## src/hdl/ple_pkg.sv

```systemverilog
// Package for the positional list engine: sizes, codes, request and result types.
package ple_pkg;

    // List sizing.
    localparam int CAPACITY = 64;
    localparam int ADDR_W   = $clog2(CAPACITY);
    localparam int LEN_W    = $clog2(CAPACITY + 1);
    localparam int DATA_W   = 32;
    localparam int KIND_W   = 3;
    localparam int STAT_W   = 3;

    // Request kinds.
    localparam logic [KIND_W-1:0] KIND_INSERT  = 3'd0;
    localparam logic [KIND_W-1:0] KIND_DEL_AT  = 3'd1;
    localparam logic [KIND_W-1:0] KIND_DEL_ALL = 3'd2;
    localparam logic [KIND_W-1:0] KIND_SEARCH  = 3'd3;
    localparam logic [KIND_W-1:0] KIND_READ    = 3'd4;
    localparam logic [KIND_W-1:0] KIND_CLEAR   = 3'd5;

    // Result status codes.
    localparam logic [STAT_W-1:0] ST_OK       = 3'd0;
    localparam logic [STAT_W-1:0] ST_BADPOS   = 3'd1;
    localparam logic [STAT_W-1:0] ST_EMPTY    = 3'd2;
    localparam logic [STAT_W-1:0] ST_NOTFOUND = 3'd3;
    localparam logic [STAT_W-1:0] ST_FULL     = 3'd4;

    // Sequencer states.
    typedef enum logic [1:0] {
        S_IDLE,
        S_WALK,
        S_FINAL,
        S_DONE
    } t_state;

    // One request.
    typedef struct packed {
        logic [KIND_W-1:0]        kind;
        logic [LEN_W-1:0]         position;
        logic signed [DATA_W-1:0] value;
    } t_req;

    // One result.
    typedef struct packed {
        logic [STAT_W-1:0]        status;
        logic [ADDR_W-1:0]        found_index;
        logic signed [DATA_W-1:0] read_value;
        logic [LEN_W-1:0]         removed_count;
        logic [LEN_W-1:0]         length_after;
    } t_res;

    // Handshake between the output stage and the sequencer.
    typedef struct packed {
        logic idle;
        logic done;
    } t_core_stat;

endpackage

```

## src/hdl/ple_ram.sv

```systemverilog
// Generic single-write, single-read RAM with a registered read port.
module ple_ram #(
    parameter int WIDTH = 32,
    parameter int DEPTH = 64
) (
    input  logic                     i_clk,
    input  logic                     i_we,
    input  logic [$clog2(DEPTH)-1:0] i_waddr,
    input  logic [WIDTH-1:0]         i_wdata,
    input  logic                     i_re,
    input  logic [$clog2(DEPTH)-1:0] i_raddr,
    output logic [WIDTH-1:0]         o_rdata
);

    logic [WIDTH-1:0] r_mem [DEPTH];
    logic [WIDTH-1:0] r_rdata;

    // Write port and registered read port.
    always_ff @(posedge i_clk) begin
        if (i_we) begin
            r_mem[i_waddr] <= i_wdata;
        end
        if (i_re) begin
            r_rdata <= r_mem[i_raddr];
        end
    end

    assign o_rdata = r_rdata;

endmodule

```

## src/hdl/ple_core.sv

```systemverilog
// Sequencer that walks the element store one entry per cycle through a shared compare unit.
module ple_core import ple_pkg::*; (
    input  logic       i_clk,
    input  logic       i_rst_n,
    input  logic       i_start,
    input  t_req       i_req,
    input  logic       i_take,
    output t_core_stat o_stat,
    output t_res       o_res
);

    t_state            r_state, n_state;
    logic [LEN_W-1:0]  r_len, n_len;
    logic [KIND_W-1:0] r_mode, n_mode;
    logic [DATA_W-1:0] r_value, n_value;
    logic [ADDR_W-1:0] r_pos, n_pos;
    logic [ADDR_W-1:0] r_rd_idx, n_rd_idx;
    logic [LEN_W-1:0]  r_rd_left, n_rd_left;
    logic              r_pend, n_pend;
    logic [ADDR_W-1:0] r_pend_idx, n_pend_idx;
    logic [ADDR_W-1:0] r_wr_idx, n_wr_idx;
    logic [LEN_W-1:0]  r_removed, n_removed;
    logic [ADDR_W-1:0] r_found, n_found;
    logic [DATA_W-1:0] r_rdval, n_rdval;
    logic [STAT_W-1:0] r_status, n_status;

    logic              ram_we;
    logic [ADDR_W-1:0] ram_waddr;
    logic [DATA_W-1:0] ram_wdata;
    logic              ram_re;
    logic [ADDR_W-1:0] ram_raddr;
    logic [DATA_W-1:0] ram_rdata;
    logic              w_match;
    logic [LEN_W-1:0]  w_pos;

    ple_ram #(
        .WIDTH (DATA_W),
        .DEPTH (CAPACITY)
    ) u_store (
        .i_clk   (i_clk),
        .i_we    (ram_we),
        .i_waddr (ram_waddr),
        .i_wdata (ram_wdata),
        .i_re    (ram_re),
        .i_raddr (ram_raddr),
        .o_rdata (ram_rdata)
    );

    // The shared compare unit: the entry just read against the request value.
    assign w_match = (ram_rdata == r_value);
    assign w_pos   = i_req.position;

    // Control registers.
    always_ff @(posedge i_clk) begin
        if (!i_rst_n) begin
            r_state <= S_IDLE;
            r_len   <= '0;
            r_pend  <= 1'b0;
        end else begin
            r_state <= n_state;
            r_len   <= n_len;
            r_pend  <= n_pend;
        end
    end

    // Walk and result registers.
    always_ff @(posedge i_clk) begin
        r_mode     <= n_mode;
        r_value    <= n_value;
        r_pos      <= n_pos;
        r_rd_idx   <= n_rd_idx;
        r_rd_left  <= n_rd_left;
        r_pend_idx <= n_pend_idx;
        r_wr_idx   <= n_wr_idx;
        r_removed  <= n_removed;
        r_found    <= n_found;
        r_rdval    <= n_rdval;
        r_status   <= n_status;
    end

    // Next state and memory control.
    always_comb begin
        n_state    = r_state;
        n_len      = r_len;
        n_mode     = r_mode;
        n_value    = r_value;
        n_pos      = r_pos;
        n_rd_idx   = r_rd_idx;
        n_rd_left  = r_rd_left;
        n_pend     = 1'b0;
        n_pend_idx = r_pend_idx;
        n_wr_idx   = r_wr_idx;
        n_removed  = r_removed;
        n_found    = r_found;
        n_rdval    = r_rdval;
        n_status   = r_status;
        ram_we     = 1'b0;
        ram_waddr  = '0;
        ram_wdata  = '0;
        ram_re     = 1'b0;
        ram_raddr  = r_rd_idx;

        unique case (r_state)
            S_IDLE: begin
                if (i_start) begin
                    n_mode    = i_req.kind;
                    n_value   = i_req.value;
                    n_pos     = i_req.position[ADDR_W-1:0];
                    n_removed = '0;
                    n_found   = '0;
                    n_rdval   = '0;
                    n_status  = ST_OK;
                    n_state   = S_DONE;
                    // Decode the request and set up the walk.
                    unique case (i_req.kind) inside
                        KIND_INSERT: begin
                            if (r_len >= LEN_W'(CAPACITY)) begin
                                n_status = ST_FULL;
                            end else if (w_pos > r_len) begin
                                n_status = ST_BADPOS;
                            end else begin
                                n_len = r_len + 1'b1;
                                if (w_pos == r_len) begin
                                    n_state = S_FINAL;
                                end else begin
                                    n_rd_idx  = ADDR_W'(r_len - 1'b1);
                                    n_rd_left = r_len - w_pos;
                                    n_state   = S_WALK;
                                end
                            end
                        end
                        KIND_DEL_AT: begin
                            if (r_len == '0) begin
                                n_status = ST_EMPTY;
                            end else if (w_pos >= r_len) begin
                                n_status = ST_BADPOS;
                            end else begin
                                n_len     = r_len - 1'b1;
                                n_removed = LEN_W'(1);
                                n_rd_idx  = ADDR_W'(w_pos + 1'b1);
                                n_rd_left = r_len - w_pos - 1'b1;
                                n_wr_idx  = w_pos[ADDR_W-1:0];
                                n_state   = S_WALK;
                            end
                        end
                        KIND_DEL_ALL, KIND_SEARCH: begin
                            if (r_len == '0) begin
                                n_status = ST_EMPTY;
                            end else begin
                                if (i_req.kind == KIND_SEARCH) begin
                                    n_status = ST_NOTFOUND;
                                end
                                n_rd_idx  = '0;
                                n_rd_left = r_len;
                                n_wr_idx  = '0;
                                n_state   = S_WALK;
                            end
                        end
                        KIND_READ: begin
                            if (r_len == '0) begin
                                n_status = ST_EMPTY;
                            end else if (w_pos >= r_len) begin
                                n_status = ST_BADPOS;
                            end else begin
                                n_rd_idx  = w_pos[ADDR_W-1:0];
                                n_rd_left = LEN_W'(1);
                                n_state   = S_WALK;
                            end
                        end
                        KIND_CLEAR: begin
                            if (r_len == '0) begin
                                n_status = ST_EMPTY;
                            end else begin
                                n_removed = r_len;
                                n_len     = '0;
                            end
                        end
                        default: begin
                            // Unused kinds leave the list alone.
                        end
                    endcase
                end
            end

            S_WALK: begin
                // Issue the next read while entries remain.
                if (r_rd_left != '0) begin
                    ram_re     = 1'b1;
                    n_pend     = 1'b1;
                    n_pend_idx = r_rd_idx;
                    n_rd_left  = r_rd_left - 1'b1;
                    if (r_mode == KIND_INSERT) begin
                        n_rd_idx = r_rd_idx - 1'b1;
                    end else begin
                        n_rd_idx = r_rd_idx + 1'b1;
                    end
                end

                // Handle the entry read in the previous cycle.
                if (r_pend) begin
                    case (r_mode) inside
                        KIND_INSERT: begin
                            ram_we    = 1'b1;
                            ram_waddr = r_pend_idx + 1'b1;
                            ram_wdata = ram_rdata;
                        end
                        KIND_DEL_AT, KIND_DEL_ALL: begin
                            if (r_mode == KIND_DEL_ALL && w_match) begin
                                n_removed = r_removed + 1'b1;
                            end else begin
                                ram_we    = 1'b1;
                                ram_waddr = r_wr_idx;
                                ram_wdata = ram_rdata;
                                n_wr_idx  = r_wr_idx + 1'b1;
                            end
                        end
                        KIND_SEARCH: begin
                            if (w_match) begin
                                n_status  = ST_OK;
                                n_found   = r_pend_idx;
                                n_rd_left = '0;
                                n_pend    = 1'b0;
                                ram_re    = 1'b0;
                            end
                        end
                        default: begin
                            n_rdval = ram_rdata;
                        end
                    endcase
                end

                // The walk ends once nothing is issued or outstanding.
                if (r_rd_left == '0 && !r_pend) begin
                    if (r_mode == KIND_INSERT) begin
                        n_state = S_FINAL;
                    end else begin
                        n_state = S_DONE;
                        if (r_mode == KIND_DEL_ALL) begin
                            n_len = r_len - r_removed;
                            if (r_removed == '0) begin
                                n_status = ST_NOTFOUND;
                            end
                        end
                    end
                end
            end

            S_FINAL: begin
                // Drop the new value into the opened slot.
                ram_we    = 1'b1;
                ram_waddr = r_pos;
                ram_wdata = r_value;
                n_state   = S_DONE;
            end

            S_DONE: begin
                if (i_take) begin
                    n_state = S_IDLE;
                end
            end

            default: begin
                n_state = S_IDLE;
            end
        endcase
    end

    assign o_stat.idle         = (r_state == S_IDLE);
    assign o_stat.done         = (r_state == S_DONE);
    assign o_res.status        = r_status;
    assign o_res.found_index   = r_found;
    assign o_res.read_value    = r_rdval;
    assign o_res.removed_count = r_removed;
    assign o_res.length_after  = r_len;

endmodule

```

## src/hdl/positional_list_engine.sv

```systemverilog
// Top level of the positional list engine: request intake and the result register.
//
// An ordered list of up to CAPACITY signed 32-bit values. A request arrives on
// i_req_valid / o_req_ready with i_req (kind, position, value) and is taken at
// a rising edge where both are high. Each request yields exactly one result on
// o_res_valid / i_res_ready with o_res (status, found_index, read_value,
// removed_count, length_after), in request order.
// Read-free kinds, errors and clear finish without walking the list; insert,
// delete, delete-all and search stream the list through the single read port
// of the element store, one entry per cycle,
// with one equality compare per entry. One request is worked on at a time;
// o_req_ready is high whenever the sequencer is idle.
// A finished result sits in the output register, and a new request is taken
// while it waits. If the receiver stalls, the next finished result is held in
// the sequencer until the output register frees up.
// Synchronous reset (i_rst_n low) empties the list and drops any result; the
// element store itself is not cleared and needs no start-up pass.
module positional_list_engine import ple_pkg::*; (
    input  logic i_clk,
    input  logic i_rst_n,
    input  logic i_req_valid,
    output logic o_req_ready,
    input  t_req i_req,
    output logic o_res_valid,
    input  logic i_res_ready,
    output t_res o_res
);

    t_core_stat core_stat;
    t_res       core_res;
    logic       w_start;
    logic       w_load;
    logic       r_out_valid;
    t_res       r_out;

    assign o_req_ready = core_stat.idle;
    assign w_start     = i_req_valid && core_stat.idle;
    assign w_load      = core_stat.done && (!r_out_valid || i_res_ready);

    ple_core u_core (
        .i_clk   (i_clk),
        .i_rst_n (i_rst_n),
        .i_start (w_start),
        .i_req   (i_req),
        .i_take  (w_load),
        .o_stat  (core_stat),
        .o_res   (core_res)
    );

    // Output valid flag.
    always_ff @(posedge i_clk) begin
        if (!i_rst_n) begin
            r_out_valid <= 1'b0;
        end else if (w_load) begin
            r_out_valid <= 1'b1;
        end else if (i_res_ready) begin
            r_out_valid <= 1'b0;
        end
    end

    // Output payload.
    always_ff @(posedge i_clk) begin
        if (w_load) begin
            r_out <= core_res;
        end
    end

    assign o_res_valid = r_out_valid;
    assign o_res       = r_out;

endmodule

```

## config.mk

```make
export PLATFORM = sky130hd
export DESIGN_NAME = positional_list_engine
export DESIGN_NICKNAME = d
export VERILOG_FILES = /design/src/hdl/ple_pkg.sv /design/src/hdl/ple_ram.sv /design/src/hdl/ple_core.sv /design/src/hdl/positional_list_engine.sv
export SDC_FILE = /design/constraint.sdc
export NUM_CORES = 2
export LEC_CHECK = 0
export BUFFER_PORTS_ARGS = -buffer_cell sky130_fd_sc_hd__buf_4
export CAP_MARGIN = 20
export CORE_MARGIN = 2
export CORE_UTILIZATION = 55
export DETAILED_ROUTE_END_ITERATION = 16
export GPL_TIMING_DRIVEN = 0
export PLACE_DENSITY_LB_ADDON = 0.08
export SYNTH_ARGS = -nofsm -noshare
export SYNTH_HDL_FRONTEND = slang
export SYNTH_HIERARCHICAL = 1
export SYNTH_SLANG_ARGS = --single-unit
```

## constraint.sdc

```tcl
create_clock -name i_clk -period 5.5 [get_ports i_clk]
set_input_delay 1.1 -clock i_clk [delete_from_list [all_inputs] [get_ports i_clk]]
set_output_delay 1.1 -clock i_clk [all_outputs]
set_load 0.01 [all_outputs]
```

Word-level counts from Yosys, hierarchy flattened

Memory sizes are Yosys's and may differ from the RTL's. A register that Yosys moved wholly into a read port is not among the register bits.
Cells that the tools add are included.

Memory bits (writable): 2048
Flip-flop bits (word level): 180
Word-level logic and storage cells: 233
Input port bits: 46
ROM bits: 0
Memories: 1
Latch bits: 0
Output and inout port bits: 57

Memories:

| memory               | depth | width | read ports | clocked after memory_dff | write ports | RTL line      | source |
|---|---|---|---|---|---|---|---|
| u_core.u_store.r_mem | 64    | 32    | 1          | 1                        | 1           | ple_ram.sv:15 | `logic [WIDTH-1:0] r_mem [DEPTH];` |

Mux-type cells: 128
Reductions and logical operators: 30
Bitwise gates (word level): 0
Equal/unequal tests: 39
Multiply operators: 0
$add $sub $neg: 12
Div/mod/pow operators: 0
Shifts and indexed selects: 0
Magnitude comparators: 3

Operators with widths:

| operator                                          | number |
|---|---|
| two-way mux 32 bit                                | 9 |
| two-way mux 7 bit                                 | 31 |
| two-way mux 6 bit                                 | 26 |
| one-hot mux 32 bit (2 select lines)               | 2 |
| one-hot mux 6 bit (2 select lines)                | 5 |
| one-hot mux 7 bit (2 select lines)                | 4 |
| two-way mux 3 bit                                 | 13 |
| == test 32 bit                                    | 1 |
| one-hot mux 7 bit (4 select lines)                | 1 |
| != test 3 bit (second input constant)             | 9 |
| adder 6 x 1 -> 6 bit (second input constant)      | 4 |
| one-hot mux 6 bit (4 select lines)                | 1 |
| two-way mux 2 bit                                 | 11 |
| AND reduction 11 bit                              | 2 |
| zero test 7 bit                                   | 3 |
| one-hot mux 7 bit (3 select lines)                | 1 |
| subtractor 7 x 1 -> 7 bit (second input constant) | 3 |
| two-way mux 1 bit                                 | 19 |
| != test 2 x 1 -> 1 bit (second input constant)    | 9 |
| adder 7 x 1 -> 7 bit (second input constant)      | 2 |
| subtractor 7 bit                                  | 2 |
| == test 3 x 2 -> 1 bit (second input constant)    | 4 |
| one-hot mux 3 bit (4 select lines)                | 1 |
| AND reduction 12 bit                              | 1 |
| 30 further kinds                                  | 48 |

Logic depth before layout (Yosys ltp)

Depth in word-level cells: 11
Depth in mapped cells: 13
Mapped depth without buffers: 12

Modules after synthesis

The synthesis kept the hierarchy.

By module, submodules not included:

| module                 | seq. area each (sq um) | area each (sq um) | cells an instance | times used |
|---|---|---|---|---|
| ple_ram                | 62459.9                | 79359.9           | 3511              | 1 |
| ple_core               | 3623.5                 | 7803.7            | 765               | 1 |
| positional_list_engine | 1671.6                 | 1705.4            | 60                | 1 |

Worst setup path before layout

No wires, ideal clock.

Path type: input-to-reg
Start point: input port i_req_valid
End point: register u_core.r_rdval[0], enable pin
Slack: 0.780 ns
Stages: 4
Setup time: 0.432 ns
Arrival: 4.288 ns
Cells stage by stage: and2_1 > and2_1 > nor2_1 > a21oi_1

Cells in the longest elaborated chain, start to end: 3

RTL lines:

| item                                    | RTL line                     | source |
|---|---|---|
| start: declaration                      | positional_list_engine.sv:21 | `input logic i_req_valid,` |
| logical AND 1 bit                       | positional_list_engine.sv:37 | `assign w_start = i_req_valid && core_stat.idle;` |
| != test 2 x 1 -> 1 bit (no source line) | n/a                          |  |
| AND reduction 6 bit (no source line)    | n/a                          |  |
| end signal: assignment                  | ple_core.sv:77               | `r_rdval <= n_rdval;` |
| end: declaration                        | ple_core.sv:24               | `logic [DATA_W-1:0] r_rdval, n_rdval;` |

Every way passes these cells.
A chain may end at the register's enable or synchronous reset.

Worst setup path after layout

Start point: register u_core.u_store.r_rdata[19], in the netlist u_core/u_store/o_rdata[19], read port of u_core.u_store.r_mem
End point: memory u_core.u_store.r_mem[3][1], enable pin

Elaborated cells on any way between the ends: 14
Those cells by class: 1 x eq/ne; 12 x mux; 1 x reduce/logical

RTL lines:

| item                               | RTL line        | source |
|---|---|---|
| start: declaration                 | ple_ram.sv:16   | `logic [WIDTH-1:0] r_rdata;` |
| == test 32 bit                     | ple_core.sv:50  | `assign w_match = (ram_rdata == r_value);` |
| logical AND 1 bit                  | ple_core.sv:208 | `if (r_mode == KIND_DEL_ALL && w_match) begin` |
| two-way mux 6 bit                  | ple_core.sv:208 |  |
| two-way mux 6 bit (2 in a row)     | ple_core.sv:201 | `case (r_mode) inside` |
| two-way mux 6 bit                  | ple_core.sv:200 | `if (r_pend) begin` |
| one-hot mux 6 bit (2 select lines) | ple_core.sv:103 | `unique case (r_state)` |
| net u_core.ram_waddr[2]            | ple_core.sv:28  | `logic [ADDR_W-1:0] ram_waddr;` |
| end: declaration                   | ple_ram.sv:15   |  |

The timed path passes the listed nets, and every way through them passes these cells.

==> tab_implementation.tex <==
\begin{tabular}{lr}
\hline
Metric & Value \\
\hline
\multicolumn{2}{l}{\textbf{CTS}} \\
CTS root buffer & clkbuf\_16 \\
Hold\_buf cts & 0 \\
Number of sinks handled by clock tree synthesis & 2,260 \\
Cts bufs inserted & 221 \\
Clock latency on the worst-skew pair & 0.87 ns \\
Clock tree from TritonCTS & built \\
Clock H-tree levels & 4 \\
Clock slew at reported path FFs & 0.06 ns \\
Number of buffers on the longest clock path & 3 \\
\multicolumn{2}{l}{\textbf{Worst hold path}} \\
Number of cells traversed by the worst hold path & 0 \\
Kind of path behind the tightest hold check & flop to flop \\
Endpoint of the worst hold path & o\_res[29] \\
Worst hold start & u\_core/r\_rdval[15] \\
\multicolumn{2}{l}{\textbf{Logic synthesis}} \\
Mean post-synth cell area & 20.5 sq um \\
Synthesized netlist cell count & 4,336 \\
Area of the mapped netlist & 88,900 sq um \\
Dominant register cell in the synthesized netlist & edfxtp\_1 \\
Share of synthesized flip-flops with an asynchronous set or reset & 0\% \\
Yosys Warn Count & 6 \\
Number of distinct standard cells referenced by the synthesized netlist & 86 \\
Number of synthesized register bits & 2,260 \\
Syn nets & 4,416 \\
Number of enable-type register cells in the synthesized netlist & 2,249 \\
Share of the yosys chip area belonging to registers & 76.2\% \\
\multicolumn{2}{l}{\textbf{Placed design}} \\
Placed cell count & 6,709 \\
Global placement routability congestion & 0.968 \\
DPL Wire Length & 178,000 um \\
Setup Slack @ Placement & -0.661 ns \\
Number of buffers inserted by port buffering & 102 \\
\multicolumn{2}{l}{\textbf{Floorplan}} \\
Number of I/O pins & 103 \\
Die W & 406 um \\
Y dimension of the die & 406 um \\
Area of the placeable core & 161,000 sq um \\
Effective utilization at floorplan & 55.3\% \\
DIE AREA & 165,000 sq um \\
Standard-cell row count & 147 \\
\multicolumn{2}{l}{\textbf{Critical path}} \\
Critical R2R Capture & u\_core/u\_store/r\_mem[3][1] \\
Path type of the worst setup path & flop to flop \\
Startpoint types & flop \\
Sort of element at the end of the critical path & flop \\
Worst EP arrival & 5.92 ns \\
Crit Reg-Reg Startpoint & u\_core/u\_store/o\_rdata[19] \\
Highest fanout seen on the critical path & 19 \\
Required time worst endpoint & 6.04 ns \\
Number of cells on the worst reg-to-reg path & 12 \\
Slack of the worst reg-to-reg path & 0.12 ns \\
\multicolumn{2}{l}{\textbf{Routing}} \\
Number of DRC violations after detailed routing & 0 \\
Remaining antenna violation count after routing & 0 \\
Detailed-route via count & 47,700 \\
Routed Wire Length & 259,000 um \\
DR iter-0 viols & 7,062 \\
Mean routed wirelength per cell & 36.4 um \\
Number of vias per cell after detailed routing & 6.69 \\
Iteration count of the initial detailed-routing pass & 6 \\
\multicolumn{2}{l}{\textbf{Global route}} \\
Maximum number of pins on one net before global-route repair & 65 \\
First-pass GRT wire length & 358,000 um \\
Initial antenna violation count & 10 \\
GRT Resource Usage Total & 31.8\% \\
Vias in the first global route & 46,000 \\
Total global routing overflow & 0 \\
\multicolumn{2}{l}{\textbf{Final layout}} \\
Util after Layout & 63.5\% \\
Most frequent standard cell in the layout excluding fill and tap cells & edfxtp\_1 \\
Final-stage net count & 4,859 \\
Fraction of layout instances using a drive strength above 1 & 24.2\% \\
Most frequent cells in the layout & edfxtp\_1 (2,249), mux4\_2 (446), clkbuf\_16 (225) \\
Relative area change from synthesis to final layout & 14.8\% \\
Final instance count without filler cells & 7,123 \\
\multicolumn{2}{l}{\textbf{STA}} \\
Final setup vio count & 0 \\
Setup skew after layout & 0.0245 ns \\
Slew Limit Fails & 0 \\
Max-slew headroom at the worst pin & 17.2\% \\
Final WS setup & 0.119 ns \\
Worst-Margin Slew & 1.23 ns \\
Total count of hold-check failures in the final report & 0 \\
Peak clock frequency supported by timing & 186 MHz \\
Unrepaired setup endpoints after global routing & no \\
Worst Hold Slack & 0.417 ns \\
Min Clock Period, post-route & 5.38 ns \\
Fin crit share & 97.8\% \\
\multicolumn{2}{l}{\textbf{Pwr}} \\
Total power per unit cell area & 450 nW/um\^{}2 \\
Final Power & 0.0459 W \\
Peak ir drop on the vdd network & 0.416 mV \\
Leakage & 32.9 nW \\
\multicolumn{2}{l}{\textbf{Run}} \\
Number of maximum-capacitance constraint violations & 0 \\
\multicolumn{2}{l}{\textbf{Status}} \\
Status & finished, final reports clean \\
\hline
\end{tabular}
-- sequential cells by signal (all words and copies together) (netlist names), 3 cells and up --
register / cells
u_core/r_pos: 6
u_core/r_rd_idx: 6
u_core/u_store/r_mem: 2048
u_core/r_rd_left: 7
o_res: 55
u_core/r_pend_idx: 6
u_core/r_found: 6
u_core/r_wr_idx: 6
u_core/r_removed: 7
u_core/r_len: 7
u_core/r_value: 32
u_core/r_rdval: 32
u_core/r_status: 3
u_core/u_store/o_rdata: 32
u_core/r_mode: 3
-- cell type report --
type,instances,area [sq um]
sequential,2260,67800
fill,10900,58500
multi-input combinational,1781,20100
clock buffer,278,5830
timing repair buffer,220,3040
tap,2160,2700
buffer,250,1450
clock inverter,128,1030
inverter,45,169
antenna,1,2.50
-- per-layer routing --
metal | global-route usage (%) | vias to the layer above | routed length, um
met2 | 48.6 | 2809 | 120000
met1 | 44.8 | 25400 | 100000
met4 | 12.8 | 4 | 10900
met5 | 0 | - | 21
li1 | - | 19000 | -
met3 | 7.46 | 474 | 28100
-- what timing repair did --
action,CTS,global route
endpoints found under the setup margin,1695,85
resized for setup,2,0
setup buffers,2,4
pin swaps,2,4
-- worst max path at each step --
| stage | start | to | slack (ns) | depth (start not counted) |
|---|---|---|---|---|
| 6_report | u_core/u_store/o_rdata[19] | u_core/u_store/r_mem[3][1] | 0.12 | 12 |
| 5_1_grt | u_core/u_store/o_rdata[12] | u_core/u_store/r_mem[19][16] | 0.02 | 12 |
| 4_1_cts | u_core/u_store/o_rdata[4] | u_core/u_store/r_mem[52][8] | 0.1 | 12 |
| 3_5_place_dp | u_core/u_store/o_rdata[4] | u_core/u_store/r_mem[12][18] | -0.66 | 12 |
| 3_3_place_gp | u_core/u_store/o_rdata[4] | u_core/u_store/r_mem[16][5] | -2.88 | 10 |
| 2_1_floorplan | i_req_valid | u_core/r_rdval[0] | 0.78 | 4 |
-- Yosys cell counts (7+ instances only) --
master    count  area, sq um
xor2_1       13          114
and2_1       47          294
a311oi_1      8         70.1
o21ai_0      41          205
a31oi_1      25          156
and4_1        7         61.3
xnor2_1      57          499
or3_1         7         43.8
buf_6        31          349
a22oi_1     131          983
edfxtp_1   2249        67500
a311o_1      13          130
nor2_1      121          454
nor2b_1      24          150
nor3_1       21          105
nand2_1      95          357
nand3_1      65          325
a211oi_1     32          240
o221ai_1     19          166
o211ai_1     19          143
a21o_1        7         52.6
buf_4        28          210
and3_1       10         62.6
o22a_1       15          131
nand2b_1     17          106
nand3b_1      8         60.1
o22ai_1      49          307
inv_1        38          143
a21oi_1      76          380
mux4_2      446        10000
dfxtp_1      11          220
buf_1        12         45.0
a221oi_1      7         61.3
mux2i_1     197         1970
a22o_1       44          385
o21ai_1      21          105
clkbuf_1    116          435
nand4_1      15         93.8
buf_2        54          270
a211o_1      10         87.6
ha_1         31          388
-- cells by family after synthesis --
| logic type | Yosys count | share of synthesized area, % |
|---|---|---|
| mux | 644 | 13.5 |
| compound gates | 560 | 4.52 |
| simple gates | 473 | 2.69 |
| flops | 2260 | 76.2 |
| fa+ha+maj | 34 | 0.504 |
| xor+xnor | 70 | 0.690 |
| buf+inv | 295 | 1.82 |
-- worst max-delay path, stage by stage, from the launching register on --
cell and delay (ns):
edfxtp_1 0.49, xnor2_1 0.55, nand4_1 0.21, nor4_2 0.63
a21oi_1 0.39, o211ai_1 0.28, a21oi_1 0.16, clkbuf_1 0.24
nand3b_1 0.36, or2_2 0.36, clkbuf_1 0.38, nor2_4 0.68
buf_12 0.29
-- stage by stage --
stage	TNS (ns)	instance area, sq um
floorplan	0	88900
global placement	-4736.81	92300
CTS	0	102000
finish	0	102000
detailed placement	-351.60	95100
global route	0	102000
-- power by group --
| part | switching [W] | internal, W |
|---|---|---|
| Clock | 0.00635 | 0.00808 |
| Combinational | 0.00704 | 0.00364 |
| Sequential | 0.000448 | 0.0203 |
| Total | 0.0138 | 0.0320 |
No activity file was read; power rests on OpenSTA's default activity.
